<file path="src/sv/brf_pkg.sv">
package brf_pkg;

  // Default sizes of the store and of the longest read burst.
  localparam int unsigned DEPTH_DEF     = 1024;
  localparam int unsigned MAX_BURST_DEF = 64;

  // Stream word widths at the block boundary.
  localparam int unsigned S_DATA_W = 16;
  localparam int unsigned S_USER_W = 2;
  localparam int unsigned M_DATA_W = 24;
  localparam int unsigned M_USER_W = 3;

  // Field widths.
  localparam int unsigned BYTE_W  = 8;
  localparam int unsigned COUNT_W = 7;
  localparam int unsigned LEVEL_W = 10;

  // Request kinds carried on the input tuser.
  localparam logic [S_USER_W-1:0] REQ_ENQ   = 2'd0;
  localparam logic [S_USER_W-1:0] REQ_DEQ   = 2'd1;
  localparam logic [S_USER_W-1:0] REQ_PEEK  = 2'd2;
  localparam logic [S_USER_W-1:0] REQ_CLEAR = 2'd3;

  // Result status codes carried on the output tuser.
  localparam logic [M_USER_W-1:0] STAT_ACCEPTED = 3'd0;
  localparam logic [M_USER_W-1:0] STAT_DROPPED  = 3'd1;
  localparam logic [M_USER_W-1:0] STAT_READ     = 3'd2;
  localparam logic [M_USER_W-1:0] STAT_NOTHING  = 3'd3;
  localparam logic [M_USER_W-1:0] STAT_CLEARED  = 3'd4;

  // Commands from the controller to the datapath.
  typedef struct packed {
    logic accept;  // take the request on the input stream this cycle
    logic busy;    // a read burst is in progress
    logic send;    // load the next burst byte into the output register
  } brf_cmd_t;

  // Status from the datapath to the controller.
  typedef struct packed {
    logic out_free;   // output register can take a new result
    logic burst;      // the request on the input is a read of one byte or more
    logic last_byte;  // the byte being sent ends the burst
  } brf_sts_t;

endpackage

</file>
<file path="src/sv/brf_ctrl.sv">
module brf_ctrl (
  input  logic              clk,
  input  logic              rst,
  input  logic              s_tvalid,
  output logic              s_tready,
  input  brf_pkg::brf_sts_t sts,
  output brf_pkg::brf_cmd_t cmd
);

  typedef enum logic [1:0] {
    ST_IDLE = 2'b01,
    ST_SEND = 2'b10
  } state_t;

  state_t state;
  state_t state_next;

  // Requests are taken only between bursts and when the result has a place to go.
  always_comb begin
    s_tready   = (state == ST_IDLE) && sts.out_free;
    cmd.accept = s_tready && s_tvalid;
    cmd.busy   = (state == ST_SEND);
    cmd.send   = cmd.busy && sts.out_free;
  end

  // Next state: a read of one byte or more streams its bytes out in the send state.
  always_comb begin
    case (state)
      ST_IDLE: begin
        state_next = (cmd.accept && sts.burst) ? ST_SEND : ST_IDLE;
      end
      ST_SEND: begin
        state_next = (cmd.send && sts.last_byte) ? ST_IDLE : ST_SEND;
      end
      default: begin
        state_next = ST_IDLE;
      end
    endcase
  end

  always_ff @(posedge clk) begin
    if (rst) begin
      state <= ST_IDLE;
    end else begin
      state <= state_next;
    end
  end

endmodule

</file>
<file path="config.mk">
export PLATFORM = sky130hd
export DESIGN_NAME = brf_ctrl
export DESIGN_NICKNAME = d
export VERILOG_FILES = /design/src/sv/brf_pkg.sv /design/src/sv/brf_ctrl.sv
export SDC_FILE = /design/constraint.sdc
export NUM_CORES = 1
export LEC_CHECK = 0
export BUFFER_PORTS_ARGS = -buffer_cell sky130_fd_sc_hd__buf_2
export CAP_MARGIN = 20
export CORE_AREA = 2 2 39 41
export CTS_CLUSTER_SIZE = 40
export DETAILED_ROUTE_END_ITERATION = 16
export DIE_AREA = 0 0 41 43
export PLACE_DENSITY = 0.37
export SLEW_MARGIN = 10
export SYNTH_ARGS = -nofsm -noshare
export SYNTH_HDL_FRONTEND = slang
export SYNTH_SLANG_ARGS = --single-unit
</file>
<file path="constraint.sdc">
create_clock -name clk -period 2.7 [get_ports clk]
set_input_delay 0.135 -clock clk [delete_from_list [all_inputs] [get_ports clk]]
set_output_delay 0.135 -clock clk [all_outputs]
set_load 0.01 [all_outputs]
</file>
Word-level counts from Yosys, hierarchy flattened
Index checks and enable logic that the tools add are counted.
Storage, ports and cells
  bits in registers: 2
  word-level logic and storage cells: 11
Cells by class
  equal/unequal tests: 2
  mux-type cells: 3
  reduce and logical (&&, ||, !) cells: 5
Operator list (number)
  $logic_and 1x1->1: 5
  $mux 2: 2
  $pmux 2 s2: 1
  $eq 2x1->1 const B: 1
  $eq 2x2->1 const B: 1

Longest topological paths before layout
  depth after elaboration: 6
  depth in mapped cells: 4
  gate-level depth less buffers: 4

Least setup slack after synthesis
OpenSTA, ideal clock, no wires.
  kind: register -> register
  start point: register state[0]
  end point: register state[0]
  setup time: 122 ps
  data arrival time: 1083 ps
  setup slack: 1495 ps
  stages on the path, launching flop included: 5
  period minus slack after synthesis: 1205 ps
  cell sequence: dfxtp_1 -> inv_1 -> ha_1 -> or2_1 -> a221o_1
Between the ends
  word-level cells in the longest chain between the ends: 6
  elaborated cells between the ends (all ways): 10
  classes of those cells: 2 x eq/ne; 3 x mux; 5 x reduce/logical
RTL lines
  from (decl): line brf_ctrl.sv:15  | state_t state;
  from (signal assigned): line brf_ctrl.sv:45  | state <= state_next;
  $eq 2x1->1: line brf_ctrl.sv:20, brf_ctrl.sv:28
  $logic_and 1x1->1: line brf_ctrl.sv:20  | s_tready = (state == ST_IDLE) && sts.out_free;
  $logic_and 1x1->1: line brf_ctrl.sv:21  | cmd.accept = s_tready && s_tvalid;
  $logic_and 1x1->1: line brf_ctrl.sv:30  | state_next = (cmd.accept && sts.burst) ? ST_SEND : ST_IDLE;
  $mux 2: line brf_ctrl.sv:30
  $pmux 2 s2 *: line brf_ctrl.sv:28  | case (state)
Every way passes the cells marked *; elsewhere a longest branch is shown, timed or not.
A chain may end at the register's enable or synchronous reset.

==> reports/metrics.yaml <==
wl_met3_um: 63
reg_top3: "state: 2 flops"
wirelength_um: 343
floorplan.initialDensity_pct: 9.674
drtIter0Drc: 3
cts.sinks: 2
synth_ff_type: "dfxtp_1"
status: "finished clean"
holdWs_ns: 0.1638
fin_nets: 36
core_um2: 1384
die_area_um2: 1763
hold_viol_final: 0
synthTopCellsByCount: "dfxtp_1 (2), ha_1 (2), inv_1 (2)"
cts_buffer_depth: 2
drt-pass1-iter-count: 2
drt-met1-wl_um: 167
place_hpwl_um: 288.9
worst-setup-path-type: "flop to primary output"
gp_congestion: 0.5696
cp-start-kind: "flop"
antenna_found_initial: 0
cp_slowest_cell: "dfxtp_1"
track_usage_pct: 6.006
postCtsSetupBuffers: 0
grt_pass1_vias: 151
yosysTopAreaCellShare_pct: 29.91
dp.cells: 39
fmax_mhz: 787.9
syn_to_final_growth_pct: 65.42
r2r_slack_ns: 1.44
fin_crit_sh_pct: 47.01
hp-class: "primary input to flop"
synth_cell_type_count: 11
skew_ns: 0.002428
required_ns: 2.57
drive_above_1_share_pct: 61.54
ir_drop_uv: 84.32
pre_cts_ws_ns: 1.432
yosysWarningCount: 0
die_x_um: 41
ios: 10
insertion_delay_ns: 0.22
cts_made_buffers: 3
finalSetupTns_ns: 0
clkTransAtPathRegs_ns: 0.03
ant_nets: 0
power_density_nw_per_um2: 526.0
io_buffers: 9
rsz0062_at_grt: "no"
routed_via_density: 3.167
arrival_ns: 1.13
cts_max_level: 1
crit_family: "flip-flops"
drc: 0
synth_area_leaders: "dfxtp_1 (30%), ha_1 (19%), a21bo_2 (7.5%)"
power_leakage_nw: 0.1205
ctsHoldBuffers: 0
rows: 14
antenna_cells: 0
root_buffer: "clkbuf_4"
netlist_area_um2: 133.9
finalSetupViolCount: 0
avgSynthCellArea_um2: 9.563
layout.cells.non_filler: 42
top_layer_used: "met3"
layout_setup_ws_ns: 1.431
path_cells: "inv_1 > ha_1 > and3_2 > buf_2"
synth_edf_count: 0
grt_max_degree: 6
cp-end-kind: "primary output"
synth-async-reset-ratio_pct: 0
slew_headroom_pct: 91.83
synth_area_leader_cell: "dfxtp_1"
grt_pass1_wl_um: 600
tightest_slew_ns: 0.1225
post_drt_wl_per_cell_um: 8.167
slew_violations: 0
syn-num-nets: 22
synth-seq-cells: 2
synth-seq-area-share_pct: 29.91
critPathMaxFanout: 4
max-cap-violations: 0
power_mw: 0.1165
max_flop_register: "state"
slowest_delay_ns: 0.32
period_needed_ns: 1.269
fp.dieH_um: 43
syn_inst: 14
largest_register_ffs: 2
grt_overflow: 0
cts_resized: 0
cts_tree: "done"
wl_met2_um: 112
path_buf_inv: 2
dr_total_vias: 133
worst register-to-register path, delay by kind of cell (launching register included):
kind / cells / cell delay [ns]
DFF: 1 / 0.32
AOI/OAI and AO/OA: 1 / 0.26
buffers and inverters: 1 / 0.05
adders and majority gates: 1 / 0.27
and+or+nand+nor: 1 / 0.24
layout by cell type, fill, tap and decap left out:
| cell type | netlist | layout |
|---|---|---|
| inv_1 | 2 | 2 |
| and2_2 | 1 | 1 |
| nand4_1 | 1 | 1 |
| and3_2 | 1 | 1 |
| dfxtp_1 | 2 | 2 |
| a221o_1 | 1 | 1 |
| buf_2 | 0 | 9 |
| and2_4 | 1 | 1 |
| or2_1 | 1 | 1 |
| clkbuf_4 | 0 | 3 |
| a21bo_2 | 1 | 1 |
| ha_1 | 2 | 2 |
| a21oi_1 | 1 | 1 |
routing by layer:
metal  up-vias  GRT usage [%]
met5         -              0
met4         0          8.000
met3         0          5.236
met2        10          5.938
met1        49          6.051
li1         74              -
report_power, final:
group	switching (mW)	internal, mW
registers	0.000920	0.0316
clock network	0.0166	0.0490
logic	0.00867	0.00973
through the flow:
| stage | instance area, um^2 | utilization (%) |
|---|---|---|
| after floorplan | 133.9 | - |
| after global placement | 198.9 | 14.38 |
| after detailed placement | 198.9 | 14.38 |
| after CTS | 221.5 | 16.00 |
| after global routing | 221.5 | 16.00 |
| final | 221.5 | 16.00 |
logic make-up (layout without fill, tap and decap cells):
family	count (synthesis)	in the layout	synth area share, %
AO/OA/AOI/OAI	3	3	18.69
adder cells (fa/ha/maj)	2	2	18.69
buffers and inverters	2	14	5.610
flip-flops	2	2	29.91
AND/OR/NAND/NOR	5	5	27.11
path summary, 6_finish.rpt:
check	start	endpoint	cells past startpoint
max	state[1]	cmd[2]	4
min reg2reg	state[1]	state[1]	3
max reg2reg	state[0]	state[0]	4
min	sts[0]	state[0]	2
layout make-up:
| class | count | area (um^2) |
|---|---|---|
| inverter | 2 | 7.507 |
| clock buffer | 3 | 22.52 |
| timing repair buffer | 9 | 45.04 |
| sequential | 2 | 40.04 |
| multi-input combinational | 10 | 86.33 |
| tap | 16 | 20.02 |
| fill | 161 | 1162 |
No activity file was read; power rests on OpenSTA's default activity.
